## src/rtl/core/bitmap_fit_allocator_defines.svh

```systemverilog
// ============================================================================
// bitmap_fit_allocator_defines.svh
// Assertion macros used by the allocator RTL.
// ============================================================================
`ifndef BITMAP_FIT_ALLOCATOR_DEFINES_SVH
`define BITMAP_FIT_ALLOCATOR_DEFINES_SVH

// same-cycle implication, sampled on clk, off during reset
`define BFA_ASSERT_NOW(label, ante, cons, msg) \
    label: assert property (@(posedge clk) disable iff (!rst_n) (ante) |-> (cons)) \
        else $error(msg);

// next-cycle implication
`define BFA_ASSERT_NEXT(label, ante, cons, msg) \
    label: assert property (@(posedge clk) disable iff (!rst_n) (ante) |=> (cons)) \
        else $error(msg);

`endif

```

## src/rtl/core/bfa_pkg.sv

```systemverilog
// ============================================================================
// bfa_pkg
// Types and constants of the bitmap fit allocator.
// ============================================================================
package bfa_pkg;

    localparam int OP_W     = 2;
    localparam int START_W  = 10;
    localparam int LEN_W    = 11;
    localparam int POS_W    = 10;
    localparam int STAT_W   = 2;
    localparam int POL_W    = 2;
    localparam int SUM_W    = LEN_W + 1;

    // bitmap RAM word and scan digit
    localparam int WORD_W   = 32;
    localparam int WOFF_W   = 5;
    localparam int DIG_W    = 8;
    localparam int DIG_SH   = 3;
    localparam int BPW      = WORD_W / DIG_W;
    localparam int BSEL_W   = 2;

    localparam logic [OP_W-1:0] OP_FIND    = 2'd0;
    localparam logic [OP_W-1:0] OP_OCCUPY  = 2'd1;
    localparam logic [OP_W-1:0] OP_RELEASE = 2'd2;
    localparam logic [OP_W-1:0] OP_BAD     = 2'd3;

    localparam logic [POL_W-1:0] POL_FIRST = 2'd0;
    localparam logic [POL_W-1:0] POL_BEST  = 2'd1;
    localparam logic [POL_W-1:0] POL_WORST = 2'd2;

    localparam logic [STAT_W-1:0] ST_OK     = 2'd0;
    localparam logic [STAT_W-1:0] ST_MISS   = 2'd1;
    localparam logic [STAT_W-1:0] ST_BOUNDS = 2'd2;

    typedef struct packed {
        logic [OP_W-1:0]    opcode;
        logic [START_W-1:0] start_unit;
        logic [LEN_W-1:0]   length;
    } bfa_req_t;

    typedef struct packed {
        logic [POS_W-1:0]  position;
        logic [STAT_W-1:0] status;
    } bfa_rsp_t;

    typedef enum logic [3:0] {
        S_CLEAR,
        S_IDLE,
        S_DECODE,
        S_FIND_RD,
        S_SCAN,
        S_CLOSE,
        S_CHK_RD,
        S_CHK,
        S_CHK_END,
        S_WR_RD,
        S_WR,
        S_DONE
    } bfa_state_t;

    typedef struct packed {
        logic load;     // capture request word
        logic clr;      // clearing pass write
        logic rd;       // read bitmap word at current index
        logic adv;      // step to next word and read it
        logic rewind;   // index to first word of range
        logic scan;     // run tracker over one digit
        logic close;    // run tracker sees a used unit
        logic chk;      // test range bits of current word
        logic wr;       // write back range bits of current word
        logic finish;   // load result register
    } bfa_cmd_t;

    typedef struct packed {
        logic at_end;    // index at last bitmap word
        logic at_last;   // index at last word of range
        logic last_byte;
        logic skip;      // out of bounds, bad opcode or zero length
        logic is_find;
        logic is_occ;
        logic miss;      // range holds used units
        logic rsp_busy;
    } bfa_sts_t;

endpackage

```

## src/rtl/core/bfa_ram.sv

```systemverilog
// ============================================================================
// bfa_ram
// Generic single-write, single-read RAM with registered read data.
// ============================================================================
module bfa_ram #(
    parameter int WIDTH = 32,
    parameter int DEPTH = 32,
    localparam int ADDR_W = (DEPTH > 1) ? $clog2(DEPTH) : 1
) (
    input  logic                  clk,
    input  logic                  we,
    input  logic [ADDR_W-1:0]     waddr,
    input  logic [WIDTH-1:0]      wdata,
    input  logic                  re,
    input  logic [ADDR_W-1:0]     raddr,
    output logic [WIDTH-1:0]      rdata
);
    logic [WIDTH-1:0] mem [DEPTH];
    logic [WIDTH-1:0] rdata_reg;

    always_ff @(posedge clk)
    begin
        if (we)
        begin
            mem[waddr] <= wdata;
        end
        if (re)
        begin
            rdata_reg <= mem[raddr];
        end
    end

    assign rdata = rdata_reg;

endmodule

```

## src/rtl/core/bfa_ctrl.sv

```systemverilog
// ============================================================================
// bfa_ctrl
// Sequencer of the allocator: clearing pass, find scan, occupy check and
// range write-back.
// ============================================================================
module bfa_ctrl
    import bfa_pkg::*;
(
    input  logic     clk,
    input  logic     rst_n,
    input  logic     req_valid,
    output logic     req_ready,
    input  bfa_sts_t sts,
    output bfa_cmd_t cmd
);
    bfa_state_t state_reg;
    bfa_state_t state_next;

    always_ff @(posedge clk or negedge rst_n)
    begin
        if (!rst_n)
        begin
            state_reg <= S_CLEAR;
        end
        else
        begin
            state_reg <= state_next;
        end
    end

    always_comb
    begin
        state_next = state_reg;
        cmd        = '0;
        req_ready  = 1'b0;
        unique case (state_reg)
            S_CLEAR:
            begin
                cmd.clr = 1'b1;
                if (sts.at_end)
                begin
                    state_next = S_IDLE;
                end
            end
            S_IDLE:
            begin
                req_ready = 1'b1;
                if (req_valid)
                begin
                    cmd.load   = 1'b1;
                    state_next = S_DECODE;
                end
            end
            S_DECODE:
            begin
                if (sts.skip)
                begin
                    state_next = S_DONE;
                end
                else if (sts.is_find)
                begin
                    state_next = S_FIND_RD;
                end
                else if (sts.is_occ)
                begin
                    cmd.rewind = 1'b1;
                    state_next = S_CHK_RD;
                end
                else
                begin
                    cmd.rewind = 1'b1;
                    state_next = S_WR_RD;
                end
            end
            S_FIND_RD:
            begin
                cmd.rd     = 1'b1;
                state_next = S_SCAN;
            end
            S_SCAN:
            begin
                cmd.scan = 1'b1;
                if (sts.last_byte)
                begin
                    if (sts.at_end)
                    begin
                        state_next = S_CLOSE;
                    end
                    else
                    begin
                        cmd.adv = 1'b1;
                    end
                end
            end
            S_CLOSE:
            begin
                // closes a free run that reaches the last unit
                cmd.close  = 1'b1;
                state_next = S_DONE;
            end
            S_CHK_RD:
            begin
                cmd.rd     = 1'b1;
                state_next = S_CHK;
            end
            S_CHK:
            begin
                cmd.chk = 1'b1;
                if (sts.at_last)
                begin
                    state_next = S_CHK_END;
                end
                else
                begin
                    cmd.adv = 1'b1;
                end
            end
            S_CHK_END:
            begin
                if (sts.miss)
                begin
                    state_next = S_DONE;
                end
                else
                begin
                    cmd.rewind = 1'b1;
                    state_next = S_WR_RD;
                end
            end
            S_WR_RD:
            begin
                cmd.rd     = 1'b1;
                state_next = S_WR;
            end
            S_WR:
            begin
                cmd.wr = 1'b1;
                if (sts.at_last)
                begin
                    state_next = S_DONE;
                end
                else
                begin
                    cmd.adv = 1'b1;
                end
            end
            S_DONE:
            begin
                if (!sts.rsp_busy)
                begin
                    cmd.finish = 1'b1;
                    state_next = S_IDLE;
                end
            end
            default:
            begin
                state_next = S_IDLE;
            end
        endcase
    end

endmodule

```

## src/rtl/core/bfa_dpath.sv

```systemverilog
// ============================================================================
// bfa_dpath
// Bitmap RAM, word index, range masks, free-run tracker, policy register
// and result register.
// ============================================================================
module bfa_dpath
    import bfa_pkg::*;
#(
    parameter int MEM_UNITS = 1024
) (
    input  logic             clk,
    input  logic             rst_n,
    input  logic             cfg_valid,
    input  logic [POL_W-1:0] cfg_data,
    input  bfa_req_t         req_data,
    input  bfa_cmd_t         cmd,
    output bfa_sts_t         sts,
    input  logic             rsp_ready,
    output logic             rsp_valid,
    output bfa_rsp_t         rsp_data
);
    localparam int WORDS = (MEM_UNITS + WORD_W - 1) / WORD_W;
    localparam int WA    = (WORDS > 1) ? $clog2(WORDS) : 1;
    localparam int CW0   = $clog2(MEM_UNITS + WORD_W);
    localparam int CW    = (CW0 > SUM_W) ? CW0 : SUM_W;

    logic [POL_W-1:0]  policy_reg;
    bfa_req_t          req_reg;
    logic [WA-1:0]     wcnt_reg;
    logic [BSEL_W-1:0] bcnt_reg;
    logic              miss_reg;
    logic [CW-1:0]     run_len_reg;
    logic [CW-1:0]     run_start_reg;
    logic              have_reg;
    logic [CW-1:0]     pick_pos_reg;
    logic [CW-1:0]     pick_len_reg;
    logic              rsp_valid_reg;
    bfa_rsp_t          rsp_reg;

    logic [CW-1:0]     run_len_next;
    logic [CW-1:0]     run_start_next;
    logic              have_next;
    logic [CW-1:0]     pick_pos_next;
    logic [CW-1:0]     pick_len_next;
    bfa_rsp_t          rsp_next;

    logic [CW-1:0]     start_ext;
    logic [CW-1:0]     end_ext;
    logic [CW-1:0]     end_ext_m1;
    logic [CW-1:0]     need;
    logic [WA-1:0]     first_word;
    logic [WA-1:0]     last_word;
    logic [CW-1:0]     word_base;
    logic [CW-1:0]     byte_base;
    logic [WORD_W-1:0] wmask;
    logic [DIG_W-1:0]  cur_byte;
    logic [DIG_W-1:0]  free_byte;
    logic              is_find;
    logic              is_occ;
    logic              bad;
    logic              empty;
    logic              first_mode;
    logic              best_mode;

    logic              ram_we;
    logic [WORD_W-1:0] ram_wdata;
    logic              ram_re;
    logic [WA-1:0]     ram_raddr;
    logic [WORD_W-1:0] ram_rdata;

    bfa_ram #(
        .WIDTH (WORD_W),
        .DEPTH (WORDS)
    ) u_map (
        .clk   (clk),
        .we    (ram_we),
        .waddr (wcnt_reg),
        .wdata (ram_wdata),
        .re    (ram_re),
        .raddr (ram_raddr),
        .rdata (ram_rdata)
    );

    // request decode
    assign start_ext  = CW'(req_reg.start_unit);
    assign end_ext    = CW'(req_reg.start_unit) + CW'(req_reg.length);
    assign need       = CW'(req_reg.length);
    assign first_word = start_ext[WA+WOFF_W-1:WOFF_W];
    assign last_word  = end_ext_m1[WA+WOFF_W-1:WOFF_W];
    assign is_find    = (req_reg.opcode == OP_FIND);
    assign is_occ     = (req_reg.opcode == OP_OCCUPY);
    assign empty      = (req_reg.length == '0);
    assign bad        = (req_reg.opcode == OP_BAD)
                      || (!is_find && (end_ext > CW'(MEM_UNITS)));
    assign first_mode = (policy_reg != POL_BEST) && (policy_reg != POL_WORST);
    assign best_mode  = (policy_reg == POL_BEST);

    assign end_ext_m1 = end_ext - CW'(1);

    assign word_base = CW'({wcnt_reg, {WOFF_W{1'b0}}});
    assign byte_base = word_base + CW'({bcnt_reg, {DIG_SH{1'b0}}});
    assign cur_byte  = ram_rdata[bcnt_reg*DIG_W +: DIG_W];

    // range bits within the current word
    always_comb
    begin
        logic [CW-1:0] unit;
        unit = '0;
        for (int i = 0; i < WORD_W; i++)
        begin
            unit     = word_base + CW'(i);
            wmask[i] = (unit >= start_ext) && (unit < end_ext);
        end
    end

    // free units of the current digit; padding past the end counts as used
    always_comb
    begin
        logic [CW-1:0] unit;
        unit = '0;
        for (int j = 0; j < DIG_W; j++)
        begin
            unit         = byte_base + CW'(j);
            free_byte[j] = cmd.scan && !cur_byte[j] && (unit < CW'(MEM_UNITS));
        end
    end

    // free-run tracker, one unit per step
    always_comb
    begin
        logic [CW-1:0] rl;
        logic [CW-1:0] rs;
        logic          hv;
        logic [CW-1:0] pp;
        logic [CW-1:0] pl;
        logic          take;
        rl   = run_len_reg;
        rs   = run_start_reg;
        hv   = have_reg;
        pp   = pick_pos_reg;
        pl   = pick_len_reg;
        take = 1'b0;
        for (int j = 0; j < DIG_W; j++)
        begin
            if (free_byte[j])
            begin
                if (rl == '0)
                begin
                    rs = byte_base + CW'(j);
                end
                rl = rl + CW'(1);
                if (first_mode && !hv && (rl == need))
                begin
                    hv = 1'b1;
                    pp = rs;
                end
            end
            else
            begin
                if (!first_mode && (rl >= need))
                begin
                    if (!hv)
                    begin
                        take = 1'b1;
                    end
                    else if (best_mode)
                    begin
                        take = (rl < pl);
                    end
                    else
                    begin
                        take = (rl > pl);
                    end
                    if (take)
                    begin
                        hv = 1'b1;
                        pp = rs;
                        pl = rl;
                    end
                end
                rl = '0;
            end
        end
        run_len_next   = rl;
        run_start_next = rs;
        have_next      = hv;
        pick_pos_next  = pp;
        pick_len_next  = pl;
    end

    // bitmap access
    assign ram_we    = cmd.clr || cmd.wr;
    assign ram_wdata = cmd.clr ? '0
                     : (is_occ ? (ram_rdata | wmask) : (ram_rdata & ~wmask));
    assign ram_re    = cmd.rd || cmd.adv;
    assign ram_raddr = cmd.adv ? (wcnt_reg + WA'(1)) : wcnt_reg;

    // result
    always_comb
    begin
        rsp_next.position = '0;
        rsp_next.status   = ST_OK;
        if (bad)
        begin
            rsp_next.status = ST_BOUNDS;
        end
        else if (is_find)
        begin
            if (empty || !have_reg)
            begin
                rsp_next.status = ST_MISS;
            end
            else
            begin
                rsp_next.position = pick_pos_reg[POS_W-1:0];
            end
        end
        else if (is_occ && miss_reg)
        begin
            rsp_next.status = ST_MISS;
        end
    end

    always_ff @(posedge clk or negedge rst_n)
    begin
        if (!rst_n)
        begin
            policy_reg    <= POL_FIRST;
            wcnt_reg      <= '0;
            bcnt_reg      <= '0;
            rsp_valid_reg <= 1'b0;
        end
        else
        begin
            if (cfg_valid)
            begin
                policy_reg <= cfg_data;
            end
            if (cmd.load)
            begin
                wcnt_reg <= '0;
            end
            else if (cmd.rewind)
            begin
                wcnt_reg <= first_word;
            end
            else if (cmd.clr || cmd.adv)
            begin
                wcnt_reg <= wcnt_reg + WA'(1);
            end
            if (cmd.load)
            begin
                bcnt_reg <= '0;
            end
            else if (cmd.scan)
            begin
                bcnt_reg <= bcnt_reg + BSEL_W'(1);
            end
            if (cmd.finish)
            begin
                rsp_valid_reg <= 1'b1;
            end
            else if (rsp_ready)
            begin
                rsp_valid_reg <= 1'b0;
            end
        end
    end

    always_ff @(posedge clk)
    begin
        if (cmd.load)
        begin
            req_reg      <= req_data;
            miss_reg     <= 1'b0;
            run_len_reg  <= '0;
            run_start_reg <= '0;
            have_reg     <= 1'b0;
            pick_pos_reg <= '0;
            pick_len_reg <= '0;
        end
        else
        begin
            if (cmd.chk && ((ram_rdata & wmask) != '0))
            begin
                miss_reg <= 1'b1;
            end
            if (cmd.scan || cmd.close)
            begin
                run_len_reg   <= run_len_next;
                run_start_reg <= run_start_next;
                have_reg      <= have_next;
                pick_pos_reg  <= pick_pos_next;
                pick_len_reg  <= pick_len_next;
            end
        end
        if (cmd.finish)
        begin
            rsp_reg <= rsp_next;
        end
    end

    assign sts.at_end    = (wcnt_reg == WA'(WORDS - 1));
    assign sts.at_last   = (wcnt_reg == last_word);
    assign sts.last_byte = (bcnt_reg == BSEL_W'(BPW - 1));
    assign sts.skip      = bad || empty;
    assign sts.is_find   = is_find;
    assign sts.is_occ    = is_occ;
    assign sts.miss      = miss_reg;
    assign sts.rsp_busy  = rsp_valid_reg && !rsp_ready;

    assign rsp_valid = rsp_valid_reg;
    assign rsp_data  = rsp_reg;

endmodule

```

## src/rtl/core/bitmap_fit_allocator.sv

```systemverilog
// ============================================================================
// bitmap_fit_allocator
// Contiguous-run allocator over an occupancy bitmap with first, best and
// worst fit search.
// ============================================================================
// The bitmap lives in a RAM of 32-bit words, W = ceil(MEM_UNITS/32) words.
// After reset a clearing pass writes W words and no request is taken until
// it ends (configuration is taken at any time). A find scans the bitmap one
// 8-bit digit per cycle over all W words. Occupy runs over the N words its
// range touches as a check pass, then a read-modify-write pass (only the
// check pass when the range is not free); release runs the read-modify-
// write pass alone. Out-of-bounds, bad opcode and zero-length requests go
// straight to the result. One request is in work at a time; the result
// register lets a new request be accepted while the previous result
// waits.
`include "bitmap_fit_allocator_defines.svh"

module bitmap_fit_allocator
    import bfa_pkg::*;
#(
    parameter int MEM_UNITS = 1024
) (
    input  logic             clk,
    input  logic             rst_n,
    input  logic             cfg_valid,
    output logic             cfg_ready,
    input  logic [POL_W-1:0] cfg_data,
    input  logic             req_valid,
    output logic             req_ready,
    input  bfa_req_t         req_data,
    output logic             rsp_valid,
    input  logic             rsp_ready,
    output bfa_rsp_t         rsp_data
);
    bfa_cmd_t cmd;
    bfa_sts_t sts;

    assign cfg_ready = 1'b1;

    bfa_ctrl u_ctrl (
        .clk       (clk),
        .rst_n     (rst_n),
        .req_valid (req_valid),
        .req_ready (req_ready),
        .sts       (sts),
        .cmd       (cmd)
    );

    bfa_dpath #(
        .MEM_UNITS (MEM_UNITS)
    ) u_dpath (
        .clk       (clk),
        .rst_n     (rst_n),
        .cfg_valid (cfg_valid),
        .cfg_data  (cfg_data),
        .req_data  (req_data),
        .cmd       (cmd),
        .sts       (sts),
        .rsp_ready (rsp_ready),
        .rsp_valid (rsp_valid),
        .rsp_data  (rsp_data)
    );

    `BFA_ASSERT_NEXT(a_busy_after_accept, req_valid && req_ready, !req_ready,
        "request taken while previous one still in work")
    `BFA_ASSERT_NOW(a_finish_slot_free, cmd.finish, !rsp_valid || rsp_ready,
        "result overwrote a word not yet taken")
    `BFA_ASSERT_NOW(a_no_accept_in_clear, cmd.clr, !req_ready && !cmd.wr,
        "request taken during clearing pass")

endmodule
```

## config.mk

```make
export PLATFORM = sky130hd
export DESIGN_NAME = bitmap_fit_allocator
export DESIGN_NICKNAME = d
export VERILOG_FILES = /design/src/rtl/core/bfa_pkg.sv /design/src/rtl/core/bfa_ram.sv /design/src/rtl/core/bfa_ctrl.sv /design/src/rtl/core/bfa_dpath.sv /design/src/rtl/core/bitmap_fit_allocator.sv
export VERILOG_INCLUDE_DIRS = /design/src /design/src/rtl/core
export SDC_FILE = /design/constraint.sdc
export NUM_CORES = 2
export LEC_CHECK = 0
export ABC_AREA = 1
export BUFFER_PORTS_ARGS = -buffer_cell sky130_fd_sc_hd__buf_4
export CAP_MARGIN = 30
export CORE_UTILIZATION = 37
export CTS_CLUSTER_DIAMETER = 150
export DETAILED_ROUTE_END_ITERATION = 7
export PLACE_DENSITY = 0.54
export SLEW_MARGIN = 30
export SYNTH_ARGS = -nofsm -noshare
export SYNTH_HDL_FRONTEND = slang
export SYNTH_HIERARCHICAL = 1
export SYNTH_SLANG_ARGS = --single-unit
```

## constraint.sdc

```tcl
create_clock -name clk -period 36.5 [get_ports clk]
set_input_delay 5.475 -clock clk [delete_from_list [all_inputs] [get_ports clk]]
set_output_delay 5.475 -clock clk [all_outputs]
set_load 0.02 [all_outputs]
```

==> flow_summary.yaml <==
clock_tree:
  worstSkewPairLatency_ns: 0.78
  tritoncts: "yes"
  cts_sinks: 1151
  root_buffer: "clkbuf_16"
  numCtsBuffers: 117
  post-cts-setup-buffers: 0
  clkTransAtPathRegs_ns: 0.06
  cts_hold_buffers: 0
  h-tree-depth: 3
  cts-resized-gates: 0
  cts.path.max_buffers: 3
critical_path:
  crit_path_frequent_cell: "nand2_1"
  cp.arrival_ns: 19.81
  path_buf_inv: 9
  cp_slowest_cell: "nand2_1"
  crit_family: "compound AO/OA/AOI/OAI gates"
  r2r_cells: 86
  startpoint_type: "register"
  crit_path_end_kind: "register"
  criticalPathCategory: "register to register"
  ff2ff_setup_slack_ns: 17.34
  r2r-end: "u_dpath/pick_pos_reg[1]"
  critPathRequiredTime_ns: 37.15
  critPathMaxStageDelay_ns: 0.59
  critPathMaxFanout: 34
  reg2reg_from: "u_dpath/need[3]"
sta:
  period_needed_ns: 19.16
  hold_viol_final: 0
  finalCritPeriodShare_pct: 52.5
  maxSlewViolCount: 41
  tns_ns: 0
  skew_ns: 0.0575
  slew_headroom_pct: -3.36
  setup_viol: 0
  max_freq_ghz: 0.0522
  finalWorstSetupSlack_ns: 17.34
  rsz0062_at_grt: "no"
  worst_pin_slew_ns: 1.55
power_and_ir_drop:
  power_density_nw_per_um2: 87.7
  irDropWorstVdd_v: 0.0000940
  p_leak_nw: 28.7
detailed_routing:
  first_iter_violations: 5094
  postRouteAntennaNets: 0
  vias: 52600
  drtPass1Iterations: 6
  viasPerCell: 5.42
  drt-total-wl_mm: 236
  drc: 0
  wl_per_cell_um: 24.4
placement:
  io_buffers: 43
  hpwl_mm: 149
  gp_congestion: 0.993
  placed_area_sq_um: 66500
  pre_cts_slack_ns: 17.33
floorplanning:
  coreArea_sq_um: 171000
  start_util_pct: 37.2
  die_w_um: 417
  row_count: 152
  die_area_sq_um: 174000
  num_io_pins: 45
  die_h_um: 417
global_routing:
  grt_util_all_layers_pct: 26.6
  grt_pass1_wl_mm: 341
  antenna_found_initial: 0
  overflow: 0
  grt_pass1_vias: 49300
  grt_max_degree: 193
run_status:
  run_status: "finished with violations"
  violations: "slew limit"
synth:
  synth_top_area_cell: "edfxtp_1"
  ys_async_sr_fraction_pct: 1.22
  synthFlopType: "edfxtp_1"
  seq_area_frac_synth_pct: 53.4
  yosys.cell_types.count: 63
  yosys_warnings: 6
  synth_edf_count: 1091
  netlist_instances: 7328
  synth_area_sq_um: 63800
  syn_avg_cell_area_sq_um: 8.71
  synth_top_cells_by_area: "edfxtp_1, nand2_1, nand3_1, ha_1, nor2_1"
  synth_top_area_share_pct: 51.4
  synth_fp_nets: 7585
  ys_ff_latch: 1151
hold_path:
  min_from: "u_dpath/policy_reg[0]"
  hold_path.class: "register to register"
  hold_end: "u_dpath/policy_reg[0]"
  hold_depth: 1
finish:
  area_growth_pct: 10.2
  final_area_sq_um: 70300
  layout_commonest_cell: "nand2_1"
  largest_register_ffs: 1024
  fin_nets: 7547
  drive_gt1_share_pct: 8.64
  finalCoreUtilization_pct: 41.0
  final_cell_mix: "nand2_1, nand3_1, edfxtp_1"
flow_run:
  maxCapViolCount: 0
==> worst max path at each step <==
stage	from	cells past startpoint	slack, ns	to
global placement	u_dpath/need[3]	89	17.04	u_dpath/pick_pos_reg[1]
finish	u_dpath/need[3]	86	17.34	u_dpath/pick_pos_reg[1]
detailed placement	u_dpath/need[3]	87	17.33	u_dpath/pick_pos_reg[1]
global route	u_dpath/need[3]	89	15.49	u_dpath/pick_pos_reg[1]
floorplan	u_dpath/need[1]	96	23.27	u_dpath/pick_len_reg[9]
CTS	u_dpath/need[3]	87	17.23	u_dpath/pick_pos_reg[1]
==> area by class of cell <==
cell class	count	area, sq um
Antenna cell	1	2.50
Clock buffer	140	3010
Multi-Input combinational cell	5384	26500
Fill cell	17000	101000
Sequential cell	1151	34000
Clock inverter	75	704
Inverter	460	1760
Timing Repair Buffer	176	1400
Tap cell	2310	2890
==> synthesized netlist by cell type, types with 8 or more instances <==
master,instances
a211oi_1,31
a21oi_1,224
buf_1,28
buf_2,104
buf_4,35
buf_6,70
clkbuf_1,93
clkinv_1,16
dfrtp_1,14
dfxtp_1,46
edfxtp_1,1091
ha_1,226
inv_1,388
inv_2,54
nand2_1,2604
nand2_2,54
nand2_4,9
nand3_1,1133
nand3_2,22
nand3b_1,18
nand4_1,86
nor2_1,450
nor2_2,35
nor2_4,18
nor3_1,38
nor4_1,8
o211ai_1,21
o21ai_0,253
o21ai_1,42
o22ai_1,12
xor2_1,21
==> worst register-to-register path, delay by kind of cell (launching register included) <==
kind | cells | cell delay [ns]
adders and majority gates | 8 | 2.71
buffers and inverters | 9 | 2.07
and+or+nand+nor | 35 | 5.97
DFF | 1 | 0.32
AOI/OAI and AO/OA | 34 | 8.01
==> where the power goes <==
part	switching, mW	internal [mW]	total [mW]
Sequential	0.0648	1.95	2.02
Clock	0.526	0.647	1.17
Combinational	2.23	0.745	2.98
Total	2.82	3.34	6.17
==> cell families after synthesis <==
| kind of cell | share of synthesized area, % |
|---|---|
| and+or+nand+nor | 30.3 |
| adders and majority gates | 4.46 |
| DFF | 53.4 |
| buffers and inverters | 5.97 |
| muxes | 0.0177 |
| AOI/OAI and AO/OA | 5.48 |
| other | 0.00588 |
| xor gates and xnor gates | 0.371 |
==> metal layers <==
metal | up-vias | part of all wire [%] | track usage (%)
met4 | 0 | 5.5 | 13.7
met2 | 1880 | 47 | 43.7
met3 | 477 | 5.9 | 2.84
met1 | 25400 | 42 | 34.7
met5 | - | 0 | 0
li1 | 24800 | - | -
==> per-stage QoR <==
stage	hold slack, ns	power, mW	instances
3_3_place_gp	0.508	4.98	9480
6_report	0.531	6.17	9697
2_1_floorplan	0.460	4.02	7328
4_1_cts	0.536	6.18	9695
3_5_place_dp	0.525	4.99	9480
5_1_grt	0.547	6.55	9696
(Power assumes the default switching activity.)
